==> src/hdl/cdq_pkg.sv <==
// Shared types and constants for the circular deque with dump.
// Used by the controller, the datapath and the top level; no dependencies.

package cdq_pkg;

    // Fixed widths of the request and result fields.
    localparam int DATA_W = 32;
    localparam int CMD_W  = 3;
    localparam int STAT_W = 2;

    // Command codes. Codes six and seven are not assigned and are ignored.
    typedef enum logic [CMD_W-1:0] {
        CMD_PUSH_FRONT = 3'd0,
        CMD_PUSH_BACK  = 3'd1,
        CMD_POP_FRONT  = 3'd2,
        CMD_POP_BACK   = 3'd3,
        CMD_DUMP_FWD   = 3'd4,
        CMD_DUMP_BACK  = 3'd5
    } t_cmd;

    // Result status codes.
    typedef enum logic [STAT_W-1:0] {
        ST_OK    = 2'd0,
        ST_EMPTY = 2'd1,
        ST_FULL  = 2'd2
    } t_status;

    // Controller states.
    typedef enum logic [1:0] {
        S_IDLE,
        S_EXEC,
        S_DUMP_RD,
        S_DUMP_OUT
    } t_state;

    // Commands from the controller to the datapath.
    typedef struct packed {
        logic load;      // capture the incoming request
        logic exec;      // finish a push, pop or empty dump with one result
        logic dump_rd;   // read the store entry for the current dump step
        logic dump_out;  // emit the read entry as a result and advance
    } t_ctrl_cmd;

    // Status from the datapath to the controller.
    typedef struct packed {
        logic is_nop;     // captured command code is unassigned
        logic is_dump;    // captured command is a dump
        logic empty;      // deque holds no element
        logic slot_free;  // result register can take a new result this cycle
        logic idx_last;   // current dump step is the final element
    } t_dp_stat;

endpackage

==> src/hdl/circular_deque_with_dump.sv <==
// Top level of the circular deque with dump: controller plus datapath.
// Depends on cdq_pkg, cdq_ctrl and cdq_datapath (which holds cdq_ram).
//
//  Channel   Direction  Handshake                   Payload
//  request   in         i_in_valid / o_in_ready     i_cmd, i_value
//  result    out        o_out_valid / i_out_ready   o_data, o_status, o_last
//
// A push, pop, empty dump or unassigned code is accepted in the idle state; the exec state then
// updates the front index, count and store and loads the result (an unassigned code
// loads none). A dump of a non-empty deque passes the accept and decode states, then for
// each element a store read and then the result load, for the registered read.
// Reset is synchronous and active low; it empties the deque with no store clearing pass.
// A stalled result holds in its register; the next request is still taken, then waits.

module circular_deque_with_dump #(
    parameter int DEPTH = 16
) (
    input  logic                               i_clk,
    input  logic                               i_rst_n,
    input  logic                               i_in_valid,
    output logic                               o_in_ready,
    input  logic [cdq_pkg::CMD_W-1:0]          i_cmd,
    input  logic signed [cdq_pkg::DATA_W-1:0]  i_value,
    output logic                               o_out_valid,
    input  logic                               i_out_ready,
    output logic signed [cdq_pkg::DATA_W-1:0]  o_data,
    output logic [cdq_pkg::STAT_W-1:0]         o_status,
    output logic                               o_last
);

    import cdq_pkg::*;

    t_ctrl_cmd ctl;
    t_dp_stat  stat;

    // Sequencing of each request.
    cdq_ctrl u_ctrl (
        .i_clk      (i_clk),
        .i_rst_n    (i_rst_n),
        .i_in_valid (i_in_valid),
        .o_in_ready (o_in_ready),
        .i_stat     (stat),
        .o_ctl      (ctl)
    );

    // Deque state, store and result register.
    cdq_datapath #(
        .DEPTH (DEPTH)
    ) u_datapath (
        .i_clk       (i_clk),
        .i_rst_n     (i_rst_n),
        .i_cmd       (i_cmd),
        .i_value     (i_value),
        .i_ctl       (ctl),
        .o_stat      (stat),
        .i_out_ready (i_out_ready),
        .o_out_valid (o_out_valid),
        .o_data      (o_data),
        .o_status    (o_status),
        .o_last      (o_last)
    );

endmodule

==> src/hdl/cdq_ram.sv <==
// Generic single-port-write, single-port-read RAM with a registered read.
// No dependencies; contents are undefined until written.

module cdq_ram #(
    parameter int WIDTH = 32,
    parameter int DEPTH = 16
) (
    input  logic                     i_clk,
    input  logic                     i_we,
    input  logic [$clog2(DEPTH)-1:0] i_waddr,
    input  logic [WIDTH-1:0]         i_wdata,
    input  logic                     i_re,
    input  logic [$clog2(DEPTH)-1:0] i_raddr,
    output logic [WIDTH-1:0]         o_rdata
);

    logic [WIDTH-1:0] r_mem [DEPTH];
    logic [WIDTH-1:0] r_rdata;

    // Write port.
    always_ff @(posedge i_clk) begin
        if (i_we) begin
            r_mem[i_waddr] <= i_wdata;
        end
    end

    // Registered read port; the data holds until the next read.
    always_ff @(posedge i_clk) begin
        if (i_re) begin
            r_rdata <= r_mem[i_raddr];
        end
    end

    assign o_rdata = r_rdata;

endmodule

==> src/hdl/cdq_datapath.sv <==
// Datapath of the circular deque: request registers, front index, element
// count, dump index, the element store and the result register.
// Depends on cdq_pkg and cdq_ram.

module cdq_datapath #(
    parameter int DEPTH = 16
) (
    input  logic                               i_clk,
    input  logic                               i_rst_n,
    input  logic [cdq_pkg::CMD_W-1:0]          i_cmd,
    input  logic signed [cdq_pkg::DATA_W-1:0]  i_value,
    input  cdq_pkg::t_ctrl_cmd                 i_ctl,
    output cdq_pkg::t_dp_stat                  o_stat,
    input  logic                               i_out_ready,
    output logic                               o_out_valid,
    output logic signed [cdq_pkg::DATA_W-1:0]  o_data,
    output logic [cdq_pkg::STAT_W-1:0]         o_status,
    output logic                               o_last
);

    import cdq_pkg::*;

    localparam int IW = $clog2(DEPTH);
    localparam int CW = $clog2(DEPTH + 1);
    localparam int SW = IW + 1;

    logic [CMD_W-1:0]  r_cmd;
    logic [DATA_W-1:0] r_value;
    logic [IW-1:0]     r_front;
    logic [IW-1:0]     n_front;
    logic [CW-1:0]     r_count;
    logic [CW-1:0]     n_count;
    logic [IW-1:0]     r_idx;
    logic              r_out_valid;
    logic [DATA_W-1:0] r_data;
    logic [STAT_W-1:0] r_status;
    logic              r_last;

    logic              is_push;
    logic              is_pop;
    logic              full;
    logic              empty;
    logic              slot_free;
    logic [IW-1:0]     front_dec;
    logic [IW-1:0]     front_inc;
    logic [IW-1:0]     back_pos;
    logic [CW-1:0]     dump_off;
    logic [IW-1:0]     dump_pos;
    logic              ram_we;
    logic [IW-1:0]     ram_waddr;
    logic [DATA_W-1:0] ram_rdata;

    // Ring position of the front index plus an offset below the depth.
    function automatic logic [IW-1:0] ring_pos(input logic [IW-1:0] base,
                                               input logic [CW-1:0] off);
        logic [SW-1:0] sum;
        sum = SW'(base) + SW'(off);
        if (sum >= SW'(DEPTH)) begin
            sum = sum - SW'(DEPTH);
        end
        return sum[IW-1:0];
    endfunction

    // Decode of the captured request and the occupancy flags.
    assign is_push   = (r_cmd == CMD_PUSH_FRONT) || (r_cmd == CMD_PUSH_BACK);
    assign is_pop    = (r_cmd == CMD_POP_FRONT) || (r_cmd == CMD_POP_BACK);
    assign full      = (r_count == CW'(DEPTH));
    assign empty     = (r_count == '0);
    assign slot_free = !r_out_valid || i_out_ready;

    // Neighbor positions of the front index, wrapping at the depth.
    assign front_dec = (r_front == '0) ? IW'(DEPTH - 1) : r_front - 1'b1;
    assign front_inc = (r_front == IW'(DEPTH - 1)) ? '0 : r_front + 1'b1;
    assign back_pos  = ring_pos(r_front, r_count);

    // Dump walks front to back, or back to front for a backward dump.
    assign dump_off = (r_cmd == CMD_DUMP_FWD) ? CW'(r_idx)
                                              : r_count - 1'b1 - CW'(r_idx);
    assign dump_pos = ring_pos(r_front, dump_off);

    // Store write for an accepted push.
    assign ram_we    = i_ctl.exec && is_push && !full;
    assign ram_waddr = (r_cmd == CMD_PUSH_FRONT) ? front_dec : back_pos;

    cdq_ram #(
        .WIDTH (DATA_W),
        .DEPTH (DEPTH)
    ) u_store (
        .i_clk   (i_clk),
        .i_we    (ram_we),
        .i_waddr (ram_waddr),
        .i_wdata (r_value),
        .i_re    (i_ctl.dump_rd),
        .i_raddr (dump_pos),
        .o_rdata (ram_rdata)
    );

    // Next front index and element count for push and pop.
    always_comb begin
        n_front = r_front;
        n_count = r_count;
        if (i_ctl.exec) begin
            if (is_push && !full) begin
                n_count = r_count + 1'b1;
                if (r_cmd == CMD_PUSH_FRONT) begin
                    n_front = front_dec;
                end
            end else if (is_pop && !empty) begin
                n_count = r_count - 1'b1;
                if (r_cmd == CMD_POP_FRONT) begin
                    n_front = front_inc;
                end
            end
        end
    end

    // Deque state registers.
    always_ff @(posedge i_clk) begin
        if (!i_rst_n) begin
            r_front <= '0;
            r_count <= '0;
        end else begin
            r_front <= n_front;
            r_count <= n_count;
        end
    end

    // Request capture; the dump index restarts with each request.
    always_ff @(posedge i_clk) begin
        if (!i_rst_n) begin
            r_cmd <= CMD_W'(CMD_PUSH_FRONT);
            r_idx <= '0;
        end else if (i_ctl.load) begin
            r_cmd <= i_cmd;
            r_idx <= '0;
        end else if (i_ctl.dump_out) begin
            r_idx <= r_idx + 1'b1;
        end
    end

    always_ff @(posedge i_clk) begin
        if (i_ctl.load) begin
            r_value <= i_value;
        end
    end

    // Result register valid flag.
    always_ff @(posedge i_clk) begin
        if (!i_rst_n) begin
            r_out_valid <= 1'b0;
        end else if (i_ctl.exec || i_ctl.dump_out) begin
            r_out_valid <= 1'b1;
        end else if (i_out_ready) begin
            r_out_valid <= 1'b0;
        end
    end

    // Result payload.
    always_ff @(posedge i_clk) begin
        if (i_ctl.exec) begin
            r_data <= '0;
            r_last <= 1'b1;
            if (is_push) begin
                r_status <= full ? ST_FULL : ST_OK;
            end else if (is_pop) begin
                r_status <= empty ? ST_EMPTY : ST_OK;
            end else begin
                r_status <= ST_EMPTY;
            end
        end else if (i_ctl.dump_out) begin
            r_data   <= ram_rdata;
            r_status <= ST_OK;
            r_last   <= o_stat.idx_last;
        end
    end

    // Status to the controller.
    assign o_stat.is_nop    = !is_push && !is_pop && (r_cmd != CMD_DUMP_FWD)
                              && (r_cmd != CMD_DUMP_BACK);
    assign o_stat.is_dump   = (r_cmd == CMD_DUMP_FWD) || (r_cmd == CMD_DUMP_BACK);
    assign o_stat.empty     = empty;
    assign o_stat.slot_free = slot_free;
    assign o_stat.idx_last  = ((CW'(r_idx) + 1'b1) == r_count);

    assign o_out_valid = r_out_valid;
    assign o_data      = r_data;
    assign o_status    = r_status;
    assign o_last      = r_last;

    // The element count never exceeds the store depth.
    a_count_bound: assert property (@(posedge i_clk) disable iff (!i_rst_n)
        r_count <= CW'(DEPTH))
        else $error("element count above depth");

    // A push into a store that is not full adds exactly one element.
    a_push_count: assert property (@(posedge i_clk) disable iff (!i_rst_n)
        (i_ctl.exec && is_push && !full) |=> (r_count == $past(r_count) + 1'b1))
        else $error("push did not grow the count");

    // A new result is only loaded when the result register can take it.
    a_no_overwrite: assert property (@(posedge i_clk) disable iff (!i_rst_n)
        (i_ctl.exec || i_ctl.dump_out) |-> slot_free)
        else $error("result register overwritten");

    // The front index stays inside the ring.
    a_front_bound: assert property (@(posedge i_clk) disable iff (!i_rst_n)
        SW'(r_front) < SW'(DEPTH))
        else $error("front index outside ring");

endmodule

==> src/hdl/cdq_ctrl.sv <==
// Controller state machine of the circular deque: accepts a request,
// sequences push, pop and empty-dump completion and the read/emit steps of a dump.
// Depends on cdq_pkg.

module cdq_ctrl (
    input  logic               i_clk,
    input  logic               i_rst_n,
    input  logic               i_in_valid,
    output logic               o_in_ready,
    input  cdq_pkg::t_dp_stat  i_stat,
    output cdq_pkg::t_ctrl_cmd o_ctl
);

    import cdq_pkg::*;

    t_state r_state;
    t_state n_state;

    // State register.
    always_ff @(posedge i_clk) begin
        if (!i_rst_n) begin
            r_state <= S_IDLE;
        end else begin
            r_state <= n_state;
        end
    end

    // Next state.
    always_comb begin
        n_state = r_state;
        unique case (r_state)
            S_IDLE: begin
                if (i_in_valid) begin
                    n_state = S_EXEC;
                end
            end
            S_EXEC: begin
                if (i_stat.is_nop) begin
                    n_state = S_IDLE;
                end else if (i_stat.is_dump && !i_stat.empty) begin
                    n_state = S_DUMP_RD;
                end else if (i_stat.slot_free) begin
                    n_state = S_IDLE;
                end
            end
            S_DUMP_RD: begin
                n_state = S_DUMP_OUT;
            end
            S_DUMP_OUT: begin
                if (i_stat.slot_free) begin
                    n_state = i_stat.idx_last ? S_IDLE : S_DUMP_RD;
                end
            end
            default: begin
                n_state = S_IDLE;
            end
        endcase
    end

    // Outputs.
    always_comb begin
        o_in_ready     = 1'b0;
        o_ctl          = '0;
        unique case (r_state)
            S_IDLE: begin
                o_in_ready = 1'b1;
                o_ctl.load = i_in_valid;
            end
            S_EXEC: begin
                o_ctl.exec = !i_stat.is_nop && !(i_stat.is_dump && !i_stat.empty)
                             && i_stat.slot_free;
            end
            S_DUMP_RD: begin
                o_ctl.dump_rd = 1'b1;
            end
            S_DUMP_OUT: begin
                o_ctl.dump_out = i_stat.slot_free;
            end
            default: begin
                o_ctl = '0;
            end
        endcase
    end

endmodule
==> config.mk <==
export PLATFORM = sky130hd
export DESIGN_NAME = circular_deque_with_dump
export DESIGN_NICKNAME = d
export VERILOG_FILES = /design/src/hdl/cdq_pkg.sv /design/src/hdl/circular_deque_with_dump.sv /design/src/hdl/cdq_ram.sv /design/src/hdl/cdq_datapath.sv /design/src/hdl/cdq_ctrl.sv
export SDC_FILE = /design/constraint.sdc
export NUM_CORES = 1
export LEC_CHECK = 0
export ABC_AREA = 0
export BUFFER_PORTS_ARGS = -buffer_cell sky130_fd_sc_hd__buf_2
export CELL_PAD_IN_SITES_DETAIL_PLACEMENT = 0
export CELL_PAD_IN_SITES_GLOBAL_PLACEMENT = 1
export CORE_ASPECT_RATIO = 1.1
export CORE_MARGIN = 1.5
export CORE_UTILIZATION = 35
export CTS_CLUSTER_SIZE = 24
export DETAILED_ROUTE_END_ITERATION = 16
export MAX_ROUTING_LAYER = met4
export PLACE_DENSITY = 0.54
export SETUP_SLACK_MARGIN = 0.05
export SLEW_MARGIN = 20
export SYNTH_ARGS = -nofsm -noshare
export SYNTH_HDL_FRONTEND = slang
export SYNTH_SLANG_ARGS = --single-unit
==> constraint.sdc <==
create_clock -name i_clk -period 9.6 [get_ports i_clk]
set_input_delay 0.96 -clock i_clk [delete_from_list [all_inputs] [get_ports i_clk]]
set_output_delay 0.96 -clock i_clk [all_outputs]
set_load 0.02 [all_outputs]
==> impl_metrics.tcl <==
set metrics [dict create \
    syn_area_per_cell_um2 19.9 \
    synth_warnings 0 \
    synth_flop_cell "edfxtp_1" \
    die_area_um2 71200 \
    boundaryPins 76 \
    cts.clk_slew.worst_paths_ns 0.06 \
    final-max-slew-violation-count 0 \
    drive_gt1_share_pct 26.0 \
    fp.dieW_um 255 \
    syn-cell-area_um2 24400 \
    synth-edff-count 578 \
    cp.arrival_ns 5.55 \
    holdCritPathClass "reg -> reg" \
    cts_tree "done" \
    placementRows 101 \
    grt_usage_pct 17.1 \
    worst-r2r-setup-slack_ns 4.35 \
    ctsHoldBuffers 0 \
    cpMostUsedCell "mux2i_1" \
    die_h_um 280 \
    async_flop_share_pct 0 \
    seq_area_frac_synth_pct 75.5 \
    grt_max_degree 68 \
    vias 11700 \
    grt_pass1_wl_um 83800 \
    p_leak_uw 0.00939 \
    synth_largest_area_cell "edfxtp_1" \
    final_common_cell "edfxtp_1" \
    vdd_drop_max_uv 164 \
    fin_crit_sh_pct 54.6 \
    final_cell_mix "edfxtp_1 (578), mux4_2 (128), mux2i_1 (101), nand2_1 (78), buf_2 (75)" \
    fin_nets 1394 \
    worstSetupPathType "reg -> reg" \
    start_util_pct 35.3 \
    diodes 0 \
    numPortBuffers 75 \
    drt_iter0_markers 823 \
    cts.sinks 630 \
    antenna_found_initial 0 \
    cp_max_fo 67 \
    cts_root_buffer "clkbuf_16" \
    place_congestion 0.734 \
    synth-seq-cells 630 \
    syn-num-nets 1281 \
    grt_overflow 0 \
    post_drt_via_cell_ratio 5.05 \
    crit_slowest_cell "fa_4" \
    design_area_um2 28300 \
    dp_hpwl_um 27800 \
    grt_pass1_vias 12400 \
    slowest_delay_ns 1.48 \
    synth_cell_types 51 \
    synth_top_area_share_pct 71.2 \
    cts_made_buffers 69 \
    start_kind "flop" \
    cts_resized 0 \
    ant_nets 0 \
    dr.pass1.iters 5 \
    outcome "finished, final reports clean" \
    setup_viol 0 \
    clk_path_buf_depth 3 \
    synth_area_leaders "edfxtp_1 (71%), mux4_2 (12%), dfxtp_1 (4.3%)" \
    finalClockSkew_ns 0.0161 \
    core_area_um2 69000 \
    tightest_slew_ns 1.10 \
    finalCriticalPeriod_ns 5.25 \
    fillers 6226 \
    hold_viol_final 0 \
    max_cap_violations 0 \
    powerDensity_nw_per_um2 271 \
    htreeDepth 3 \
    synthToLayoutAreaGrowth_pct 16.1 \
    path_cells "or3b_1 > a21oi_1 > ha_4 > inv_1 > fa_4 > buf_4 > mux4_2 > mux2i_1 > mux2i_1" \
    rsz0062_at_grt "no" \
    end_kind "flop" \
    wire_per_inst_um 24.8 \
    synthCells 1223 \
    wl_um 57500 \
    drc_errors 0 \
    finalSetupTns_ns 0 \
    clk_latency_ns 0.60 \
    fmax_mhz 191 \
    relSlewSlack_pct 26.6 \
    cts_setup_buffers 0 \
    critPathRequiredTime_ns 9.90 \
    post_dp_cell_area_um2 26000 \
]
layout make-up:
class | instances | area, µm² | area share (%)
well taps | 927 | 1160 | 4.10
clock buffers | 98 | 1940 | 6.86
inverters | 15 | 56.3 | 0.199
multi-input cells | 516 | 5800 | 20.5
repair buffers | 104 | 593 | 2.10
flip-flops and latches | 630 | 18400 | 65.1
clock inverters | 28 | 332 | 1.17
synthesized netlist by cell type (all sizes together) (2+ instances only):
library cell / count
edfxtp: 578
mux4: 128
mux2i: 101
nand2: 78
dfxtp: 52
a21oi: 49
nor2: 39
clkbuf: 36
buf: 26
xnor2: 18
ha: 16
inv: 15
o21ai: 8
nand2b: 6
nand3: 6
nand4: 6
a21o: 5
xor2: 5
nor3: 4
a211oi: 3
fa: 3
or3b: 3
a22oi: 2
a31oi: 2
a32oi: 2
and2: 2
and3: 2
and4bb: 2
nor2b: 2
nor4: 2
o211a: 2
o21a: 2
o311ai: 2
o31a: 2
or3: 2
metrics by stage:
stage	hold slack [ns]	setup slack (ns)	util, %	std cells	total power, µW
5_1_grt	0.474	4.05	41.0	2318	8010
2_1_floorplan	0.471	5.96	-	1223	4640
6_report	0.450	4.35	41.0	2318	7660
3_5_place_dp	0.443	4.27	37.7	2192	5120
4_1_cts	0.452	4.27	41.0	2318	7800
3_3_place_gp	0.446	4.34	37.7	2192	5100
final timing paths:
| check | start | end | depth (start not counted) |
|---|---|---|---|
| worst max-delay path | u_datapath.r_cmd[2] | u_datapath.u_store.o_rdata[25] | 9 |
| worst min-delay path | u_datapath.o_data[6] | u_datapath.o_data[6] | 2 |
| worst max register to register | u_datapath.r_cmd[2] | u_datapath.u_store.o_rdata[25] | 9 |
| worst min register to register | u_datapath.o_data[6] | u_datapath.o_data[6] | 2 |
registers in the layout, indices dropped and copies added (netlist names):
name	count
u_datapath.r_front	4
u_datapath.o_status	2
u_datapath.r_cmd	3
u_datapath.o_data	32
u_datapath.r_idx	4
u_datapath.o_last	1
u_datapath.u_store.r_mem	512
u_datapath.r_value	32
u_datapath.r_count	5
u_datapath.o_out_valid	1
u_datapath.u_store.o_rdata	32
u_ctrl.r_state	2
cells by family (layout without fill, tap and decap cells):
logic type      Yosys count  in the layout  synth area share (%)
xor+xnor                 23             23                 0.888
mux                     230            230                  16.0
fa+ha+maj                19             19                  1.07
compound gates           86             86                  2.14
flops                   630            630                  75.5
buf+inv                  77            245                  1.44
simple gates            158            158                  2.92
metal layers:
metal	GRT usage, %	wire (µm)	vias to the layer above
met5	-	0	-
met2	27.9	28700	223
met1	22.0	25500	6243
li1	-	-	5162
met3	2.56	2170	82
met4	5.17	1230	0
critical path, delay by kind of cell (launching register included):
| family | cells | cell delay (ns) |
|---|---|---|
| buffers and inverters | 2 | 1.02 |
| AOI/OAI and AO/OA | 1 | 0.28 |
| DFF | 1 | 0.66 |
| adders and majority gates | 2 | 1.65 |
| muxes | 3 | 0.69 |
| and+or+nand+nor | 1 | 0.51 |
power by group:
group          internal, µW  leakage (µW)  switching (µW)
clock                  1580       0.00110            1080
combinational           865       0.00265             932
sequential             3150       0.00564            64.8
total                  5590       0.00939            2070
(Power assumes the default switching activity.)
